<file path="config.mk">
export PLATFORM = sky130hd
export DESIGN_NAME = go_back_n_sender_window_core
export DESIGN_NICKNAME = d
export VERILOG_FILES = /design/src/design/gbn_pkg.sv /design/src/design/gbn_cfg.sv /design/src/design/gbn_mul.sv /design/src/design/go_back_n_sender_window_core.sv
export SDC_FILE = /design/constraint.sdc
export NUM_CORES = 1
export LEC_CHECK = 0
export CORE_MARGIN = 2
export CORE_UTILIZATION = 50
export CTS_BUF_LIST = sky130_fd_sc_hd__clkbuf_2
export CTS_CLUSTER_SIZE = 16
export DETAILED_ROUTE_END_ITERATION = 12
export DONT_BUFFER_PORTS = 1
export GPL_ROUTABILITY_DRIVEN = 0
export PLACE_DENSITY = 0.7
export SYNTH_ARGS = -nofsm -noshare
export SYNTH_HDL_FRONTEND = slang
export SYNTH_SLANG_ARGS = --single-unit
</file>
<file path="constraint.sdc">
create_clock -name clk_i -period 15.76 [get_ports clk_i]
set_input_delay 2.364 -clock clk_i [delete_from_list [all_inputs] [get_ports clk_i]]
set_output_delay 2.364 -clock clk_i [all_outputs]
set_load 0.01 [all_outputs]
</file>
<file path="src/design/gbn_pkg.sv">
// ----------------------------------------------------------------------------
// gbn_pkg
// Types, widths and codes shared by the go-back-N sender window core.
// ----------------------------------------------------------------------------
package gbn_pkg;

  localparam int SEQ_W      = 20;
  localparam int OFF_W      = 31;
  localparam int CNT_W      = 11;
  localparam int WIN_W      = 7;
  localparam int CFG_IDX_W  = 2;
  localparam int CFG_DATA_W = 20;

  localparam logic [WIN_W-1:0] MAX_WINDOW    = 7'd64;
  localparam logic [CNT_W-1:0] SEGMENT_BYTES = 11'd1494;

  localparam logic [1:0] FUNC_START   = 2'd0;
  localparam logic [1:0] FUNC_ACK     = 2'd1;
  localparam logic [1:0] FUNC_TIMEOUT = 2'd2;
  localparam logic [1:0] FUNC_NONE    = 2'd3;

  localparam logic [CFG_IDX_W-1:0] CFG_TOTAL_SEGMENTS = 2'd0;
  localparam logic [CFG_IDX_W-1:0] CFG_LAST_BYTES     = 2'd1;
  localparam logic [CFG_IDX_W-1:0] CFG_WINDOW_SIZE    = 2'd2;

  typedef struct packed {
    logic [1:0]       func;
    logic [SEQ_W-1:0] ack_number;
  } in_t;

  typedef struct packed {
    logic             send_valid;
    logic [SEQ_W-1:0] seq_number;
    logic [OFF_W-1:0] byte_offset;
    logic [CNT_W-1:0] byte_count;
    logic             transfer_done;
    logic             last_of_run;
  } out_t;

  typedef struct packed {
    logic [SEQ_W-1:0] total_segments;
    logic [CNT_W-1:0] last_bytes;
    logic [WIN_W-1:0] window;
  } cfg_t;

endpackage

</file>
<file path="src/design/gbn_cfg.sv">
// ----------------------------------------------------------------------------
// gbn_cfg
// Configuration registers with range clamping of window and last length.
// ----------------------------------------------------------------------------
module gbn_cfg (
  input  logic                           clk_i,
  input  logic                           rst_ni,
  input  logic                           cfg_we_i,
  input  logic [gbn_pkg::CFG_IDX_W-1:0]  cfg_index_i,
  input  logic [gbn_pkg::CFG_DATA_W-1:0] cfg_data_i,
  output gbn_pkg::cfg_t                  cfg_o
);

  logic [gbn_pkg::SEQ_W-1:0] total_q;
  logic [gbn_pkg::CNT_W-1:0] last_bytes_q;
  logic [gbn_pkg::WIN_W-1:0] window_q;

  always_ff @(posedge clk_i or negedge rst_ni) begin
    if (!rst_ni) begin
      total_q      <= 20'd1;
      last_bytes_q <= gbn_pkg::SEGMENT_BYTES;
      window_q     <= gbn_pkg::MAX_WINDOW;
    end else if (cfg_we_i) begin
      unique case (cfg_index_i)
        gbn_pkg::CFG_TOTAL_SEGMENTS: total_q      <= cfg_data_i[gbn_pkg::SEQ_W-1:0];
        gbn_pkg::CFG_LAST_BYTES:     last_bytes_q <= cfg_data_i[gbn_pkg::CNT_W-1:0];
        gbn_pkg::CFG_WINDOW_SIZE:    window_q     <= cfg_data_i[gbn_pkg::WIN_W-1:0];
        default: ;
      endcase
    end
  end

  always_comb begin
    cfg_o.total_segments = total_q;
    cfg_o.last_bytes     = (last_bytes_q > gbn_pkg::SEGMENT_BYTES) ?
                           gbn_pkg::SEGMENT_BYTES : last_bytes_q;
    if (window_q == '0) begin
      cfg_o.window = 7'd1;
    end else if (window_q > gbn_pkg::MAX_WINDOW) begin
      cfg_o.window = gbn_pkg::MAX_WINDOW;
    end else begin
      cfg_o.window = window_q;
    end
  end

endmodule

</file>
<file path="src/design/gbn_mul.sv">
// ----------------------------------------------------------------------------
// gbn_mul
// Shift-add multiplier by the segment size, one multiplier bit per cycle.
// ----------------------------------------------------------------------------
module gbn_mul (
  input  logic                      clk_i,
  input  logic                      rst_ni,
  input  logic                      start_i,
  input  logic [gbn_pkg::SEQ_W-1:0] operand_i,
  output logic                      done_o,
  output logic [gbn_pkg::OFF_W-1:0] product_o
);

  localparam int BIT_W = $clog2(gbn_pkg::CNT_W);
  localparam logic [BIT_W-1:0] LAST_BIT = BIT_W'(gbn_pkg::CNT_W - 1);

  logic                      run_q;
  logic                      done_q;
  logic [BIT_W-1:0]          bit_q;
  logic [gbn_pkg::OFF_W-1:0] mcand_q;
  logic [gbn_pkg::OFF_W-1:0] acc_q;

  always_ff @(posedge clk_i or negedge rst_ni) begin
    if (!rst_ni) begin
      run_q  <= 1'b0;
      done_q <= 1'b0;
      bit_q  <= '0;
    end else begin
      done_q <= 1'b0;
      if (start_i) begin
        run_q <= 1'b1;
        bit_q <= '0;
      end else if (run_q) begin
        if (bit_q == LAST_BIT) begin
          run_q  <= 1'b0;
          done_q <= 1'b1;
        end else begin
          bit_q <= bit_q + 1'b1;
        end
      end
    end
  end

  always_ff @(posedge clk_i) begin
    if (start_i) begin
      acc_q   <= '0;
      mcand_q <= {{(gbn_pkg::OFF_W - gbn_pkg::SEQ_W){1'b0}}, operand_i};
    end else if (run_q) begin
      if (gbn_pkg::SEGMENT_BYTES[bit_q]) begin
        acc_q <= acc_q + mcand_q;
      end
      mcand_q <= {mcand_q[gbn_pkg::OFF_W-2:0], 1'b0};
    end
  end

  assign done_o    = done_q;
  assign product_o = acc_q;

endmodule

</file>
<file path="src/design/go_back_n_sender_window_core.sv">
// ----------------------------------------------------------------------------
// go_back_n_sender_window_core
// Go-back-N sender window. An item (start, acknowledgement or timeout) is
// taken while in_stall_o is low; the core then stalls its input until every
// send command for that item has been delivered, one per cycle at most. An
// item that sends segments goes through the accept step, two planning
// steps, the shift-add multiplier that forms the first byte offset, a
// hand-off and one send command per cycle while the output is not stalled;
// later offsets advance by the segment size. An item with nothing to send
// yields one status result; the unknown code skips the window planning step.
// Configuration is to be written while idle; the core does not enforce this.
// ----------------------------------------------------------------------------
module go_back_n_sender_window_core (
  input  logic                           clk_i,
  input  logic                           rst_ni,
  input  logic                           in_valid_i,
  output logic                           in_stall_o,
  input  gbn_pkg::in_t                   in_data_i,
  output logic                           out_valid_o,
  input  logic                           out_stall_i,
  output gbn_pkg::out_t                  out_data_o,
  input  logic                           cfg_we_i,
  input  logic [gbn_pkg::CFG_IDX_W-1:0]  cfg_index_i,
  input  logic [gbn_pkg::CFG_DATA_W-1:0] cfg_data_i
);

  localparam logic [2:0] ST_IDLE = 3'd0;
  localparam logic [2:0] ST_PLAN = 3'd1;
  localparam logic [2:0] ST_WIN  = 3'd2;
  localparam logic [2:0] ST_MUL  = 3'd3;
  localparam logic [2:0] ST_EMIT = 3'd4;

  gbn_pkg::cfg_t cfg;

  logic [2:0]                  state_q, state_d;
  logic [1:0]                  func_q;
  logic [gbn_pkg::SEQ_W-1:0]   ack_q;
  logic [gbn_pkg::SEQ_W-1:0]   acked_base_q;
  logic [gbn_pkg::SEQ_W-1:0]   highest_sent_q;
  logic [gbn_pkg::SEQ_W-1:0]   ref_q;
  logic [gbn_pkg::SEQ_W:0]     cur_seq_q;
  logic [gbn_pkg::SEQ_W:0]     last_q;
  logic [gbn_pkg::OFF_W-1:0]   offset_q;
  logic                        empty_q;

  logic                        ack_ok;
  logic [gbn_pkg::SEQ_W:0]     wend_sum;
  logic [gbn_pkg::SEQ_W:0]     wend;
  logic                        win_empty;
  logic                        mul_start;
  logic                        mul_done;
  logic [gbn_pkg::OFF_W-1:0]   mul_product;
  logic                        in_take;
  logic                        out_take;
  logic                        run_end;

  gbn_cfg u_cfg (
    .clk_i       (clk_i),
    .rst_ni      (rst_ni),
    .cfg_we_i    (cfg_we_i),
    .cfg_index_i (cfg_index_i),
    .cfg_data_i  (cfg_data_i),
    .cfg_o       (cfg)
  );

  gbn_mul u_mul (
    .clk_i     (clk_i),
    .rst_ni    (rst_ni),
    .start_i   (mul_start),
    .operand_i (ref_q),
    .done_o    (mul_done),
    .product_o (mul_product)
  );

  assign in_stall_o  = (state_q != ST_IDLE);
  assign out_valid_o = (state_q == ST_EMIT);
  assign in_take     = in_valid_i && !in_stall_o;
  assign out_take    = out_valid_o && !out_stall_i;
  assign run_end     = empty_q || (cur_seq_q == last_q);

  assign ack_ok = (func_q == gbn_pkg::FUNC_ACK) && (ack_q != '0) &&
                  (ack_q >= acked_base_q) && (ack_q <= highest_sent_q);

  assign wend_sum  = {1'b0, acked_base_q} +
                     {{(gbn_pkg::SEQ_W + 1 - gbn_pkg::WIN_W){1'b0}}, cfg.window};
  assign wend      = (wend_sum > {1'b0, cfg.total_segments}) ?
                     {1'b0, cfg.total_segments} : wend_sum;
  assign win_empty = (wend <= {1'b0, ref_q});
  assign mul_start = (state_q == ST_WIN) && !win_empty;

  always_comb begin
    state_d = state_q;
    unique case (state_q)
      ST_IDLE: if (in_take) state_d = ST_PLAN;
      ST_PLAN: state_d = (func_q == gbn_pkg::FUNC_NONE) ? ST_EMIT : ST_WIN;
      ST_WIN:  state_d = win_empty ? ST_EMIT : ST_MUL;
      ST_MUL:  if (mul_done) state_d = ST_EMIT;
      ST_EMIT: if (out_take && run_end) state_d = ST_IDLE;
      default: state_d = ST_IDLE;
    endcase
  end

  always_ff @(posedge clk_i or negedge rst_ni) begin
    if (!rst_ni) begin
      state_q        <= ST_IDLE;
      acked_base_q   <= '0;
      highest_sent_q <= '0;
    end else begin
      state_q <= state_d;
      if (state_q == ST_PLAN) begin
        if (func_q == gbn_pkg::FUNC_START) begin
          acked_base_q   <= '0;
          highest_sent_q <= '0;
        end else if (ack_ok) begin
          acked_base_q <= ack_q;
        end
      end else if (state_q == ST_WIN) begin
        highest_sent_q <= win_empty ? ref_q : wend[gbn_pkg::SEQ_W-1:0];
      end
    end
  end

  always_ff @(posedge clk_i) begin
    if (in_take) begin
      func_q <= in_data_i.func;
      ack_q  <= in_data_i.ack_number;
    end
    unique case (state_q)
      ST_PLAN: begin
        empty_q <= (func_q == gbn_pkg::FUNC_NONE);
        if (func_q == gbn_pkg::FUNC_START) begin
          ref_q <= '0;
        end else if (ack_ok) begin
          ref_q <= highest_sent_q;
        end else begin
          ref_q <= acked_base_q;
        end
      end
      ST_WIN: begin
        empty_q   <= win_empty;
        cur_seq_q <= {1'b0, ref_q} + 1'b1;
        last_q    <= wend;
      end
      ST_MUL: begin
        if (mul_done) offset_q <= mul_product;
      end
      ST_EMIT: begin
        if (out_take && !run_end) begin
          cur_seq_q <= cur_seq_q + 1'b1;
          offset_q  <= offset_q +
                       {{(gbn_pkg::OFF_W - gbn_pkg::CNT_W){1'b0}}, gbn_pkg::SEGMENT_BYTES};
        end
      end
      default: ;
    endcase
  end

  always_comb begin
    out_data_o.transfer_done = (acked_base_q >= cfg.total_segments);
    out_data_o.last_of_run   = run_end;
    if (empty_q) begin
      out_data_o.send_valid  = 1'b0;
      out_data_o.seq_number  = '0;
      out_data_o.byte_offset = '0;
      out_data_o.byte_count  = '0;
    end else begin
      out_data_o.send_valid  = 1'b1;
      out_data_o.seq_number  = cur_seq_q[gbn_pkg::SEQ_W-1:0];
      out_data_o.byte_offset = offset_q;
      out_data_o.byte_count  = (cur_seq_q == {1'b0, cfg.total_segments}) ?
                               cfg.last_bytes : gbn_pkg::SEGMENT_BYTES;
    end
  end

endmodule

</file>
==> metrics.cfg <==
[global_route]
gr-max-usage-layer = met2
grt_use_met1_pct = 33.5
grt_max_degree = 88
grt_use_total_pct = 24.6
grt-ovfl-total = 0
grt_pass1_wl_mm = 68.8
use_met3_pct = 4.19
grt.met2_usage_pct = 38.7
antenna_found_initial = 1
grt_pass1_vias = 12894

[setup_path]
critical_path_arrival_ps = 8960
crit_buf_inv = 2
worstSetupPathType = reg2reg
r2r_cells = 30
crit_slowest_cell = o21a_1
cp.required_ps = 16610
critPathTopFamily = compound AO/OA/AOI/OAI gates
start_kind = register
r2r-start = u_cfg.window_q[1]
r2r-end = u_mul.product_o[28]
critPathMaxStageDelay_ps = 790
path_max_fanout = 45
r2r_setup_slack_ps = 7650
setup.worst_path.end_class = register

[min_path]
min_from = u_mul.product_o[0]
hold_class = reg2reg
min_to = u_mul.product_o[0]
hold_depth = 2

[sta]
setup_tns_ps = 0
hold_viol = 0
fin_worst_skew_ps = 100
hold_ws_ps = 478
max_clock_freq_mhz = 123
fin_crit_sh_pct = 51.5
maxSlewHeadroom_pct = 29.9
fin_crit_ps = 8110
setup_viol = 0
slew_violations = 0
rsz0062_at_grt = false
tightestPinTransition_ps = 1050

[floorplanning]
die_y_microns = 188
die_area_sq_um = 35200
start_util_pct = 50.5
rows = 67
core_sq_um = 33400
pin_count = 116
dieWidth_microns = 188

[synthesis]
synth_commonest_cells = nand2_1 (192), ha_1 (142), o21ai_0 (142)
synthesis.area_sq_um = 16900
seq_area_frac_synth_pct = 42.2
yosysMostFrequentCell = nand2_1
yosysTopAreaCellShare_pct = 24.2
syn_avg_cell_area_sq_um = 9.53
ys.flop_type = edfxtp_1
synth_fp_nets = 1963
yosys.area.top_type = edfxtp_1
synthArstFlopShare_pct = 32.8
synth_cell_types = 77
synth_seq_cells = 265
yosys_warnings = 0
syn_inst = 1770
synthTopCellsByArea = edfxtp_1 (24%), dfrtp_1 (12%), ha_1 (11%)
synth_edf_count = 136

[clock_tree]
cts_sinks = 265
postCtsResizedCells = 0
cts_setup_buffers = 0
cts_tree = built
cts_max_level = 3
cts_root_buf = clkbuf_2
clock_tree.buffer_depth = 3
cts_buffers = 71
clkLatencyLatePin_ps = 1000
cts_hold_buf = 0
path_clk_slew_ps = 90

[power_and_ir_drop]
combPwrFrac_pct = 46.6
ir_drop_v = 0.0000870
intPower_mw = 1.78
seqPwrFrac_pct = 38.6
p_leak_nw = 7.61
p_sw_mw = 1.43
swShare_pct = 44.6
power_frac_clock_pct = 14.8
power.density_nw_per_um2 = 179

[status]
status = complete, no violations

[route]
first_pass_iters = 5
wl_mm = 42.7
drcViolationCount = 0
via_count = 13289
wl_per_cell_microns = 18.6
drt-initial-drc-count = 1005
antenna_left = 0
vias_per_cell = 5.80

[finish]
fillers = 3010
syn2layout_area_growth_pct = 6.16
drive_gt1_share_pct = 10.6
post-route-util_pct = 53.6
final_nets = 1981

[flow_run]
drv_cap = 0

[place]
dp_hpwl_mm = 31.9
io_buffers = 0

[worst max-delay path by stage]
stage / startpoint / endpoint / slack, ps / cells after the start
6_report: u_cfg.window_q[1] / u_mul.product_o[28] / 7650 / 30
5_1_grt: u_cfg.window_q[1] / u_mul.product_o[28] / 6870 / 30
4_1_cts: u_cfg.window_q[1] / u_mul.product_o[27] / 7810 / 30
3_5_place_dp: u_cfg.window_q[1] / u_mul.product_o[28] / 7810 / 30
3_3_place_gp: u_cfg.window_q[1] / u_mul.product_o[28] / 8170 / 30
2_1_floorplan: u_cfg.window_q[1] / u_mul.mcand_q[0] / 9570 / 28
[worst min-delay path, cell delays in order, from the launching register on]
cell and delay, ps:
dfxtp_1 330, nand2_1 60, a21oi_1 50
[power groups by stage]
| stage | sequential [mW] | combinational [mW] | clock [mW] |
|---|---|---|---|
| final | 1.24 | 1.50 | 0.476 |
| after global routing | 1.27 | 1.68 | 0.524 |
| after CTS | 1.23 | 1.48 | 0.493 |
| after detailed placement | 1.25 | 1.47 | 0 |
| after global placement | 1.24 | 1.42 | 0 |
| after floorplan | 1.14 | 1.18 | 0 |
[registers in the layout (all words and copies together), names as in the netlist, 11 cells and up]
register,flops
offset_q,31
u_mul.mcand_q,31
u_mul.product_o,31
cur_seq_q,21
last_q,21
ack_q,20
acked_base_q,20
highest_sent_q,20
ref_q,20
u_cfg.total_q,20
u_cfg.last_bytes_q,11
[cell usage in the layout, fill, tap and decap left out, types with 7 or more instances in the layout]
master and n:
nand2b_1 10, nand3_1 66, dfxtp_1 42, a21o_1 47
and3_1 23, mux2_2 37, or3_1 8, xnor2_1 57
nand4_1 26, o31ai_1 8, nor2_1 109, clkinv_1 15
o21a_1 9, ha_1 142, nand2_1 192, xor2_1 66
dfstp_2 9, o21ai_0 141, inv_1 111, edfxtp_1 136
clkbuf_2 110, dfrtp_1 78, a211oi_1 13, o211ai_1 8
and2_1 7, a31oi_1 8, nor4_1 15, a22o_1 19
buf_4 13, nor3_1 25, nor2b_1 65, mux2i_1 43
a21oi_1 97
[final cells by class]
type / instances / area [sq um] / area share, %
tap: 448 / 561 / 3.13
timing repair buffer: 13 / 97.6 / 0.545
sequential: 265 / 7110 / 39.7
multi-input combinational: 1325 / 9080 / 50.7
clock buffer: 110 / 551 / 3.08
clock inverter: 19 / 72.6 / 0.405
inverter: 112 / 425 / 2.38
antenna: 1 / 2.50 / 0.0140
[layer usage]
metal  part of all wire [%]  routed length, microns
met4                    3.6                    1530
met1                     45                   19300
met5                      0                       0
met3                    6.4                    2720
met2                     45                   19200
[cell families (layout without fill, tap and decap cells)]
group                    Yosys count  in the layout  share of synthesized area [%]
AND/OR/NAND/NOR                  581            581                           16.9
multiplexers                      82             82                           5.19
flip-flops                       265            265                           42.2
AO/OA/AOI/OAI                    394            394                           14.4
other                              1              2                         0.0222
buffers and inverters            180            254                           4.16
adder cells (fa/ha/maj)          144            144                           10.8
XOR/XNOR                         123            123                           6.39
[through the flow]
stage | setup WS, ps | area (sq um) | power, mW | std cells
2_1_floorplan | 9570 | 16900 | 2.32 | 1770
3_3_place_gp | 8170 | 17300 | 2.67 | 2163
3_5_place_dp | 7810 | 17300 | 2.72 | 2163
4_1_cts | 7810 | 17900 | 3.21 | 2292
5_1_grt | 6870 | 17900 | 3.47 | 2293
6_report | 7650 | 17900 | 3.21 | 2293
No activity file was read; power rests on OpenSTA's default activity.
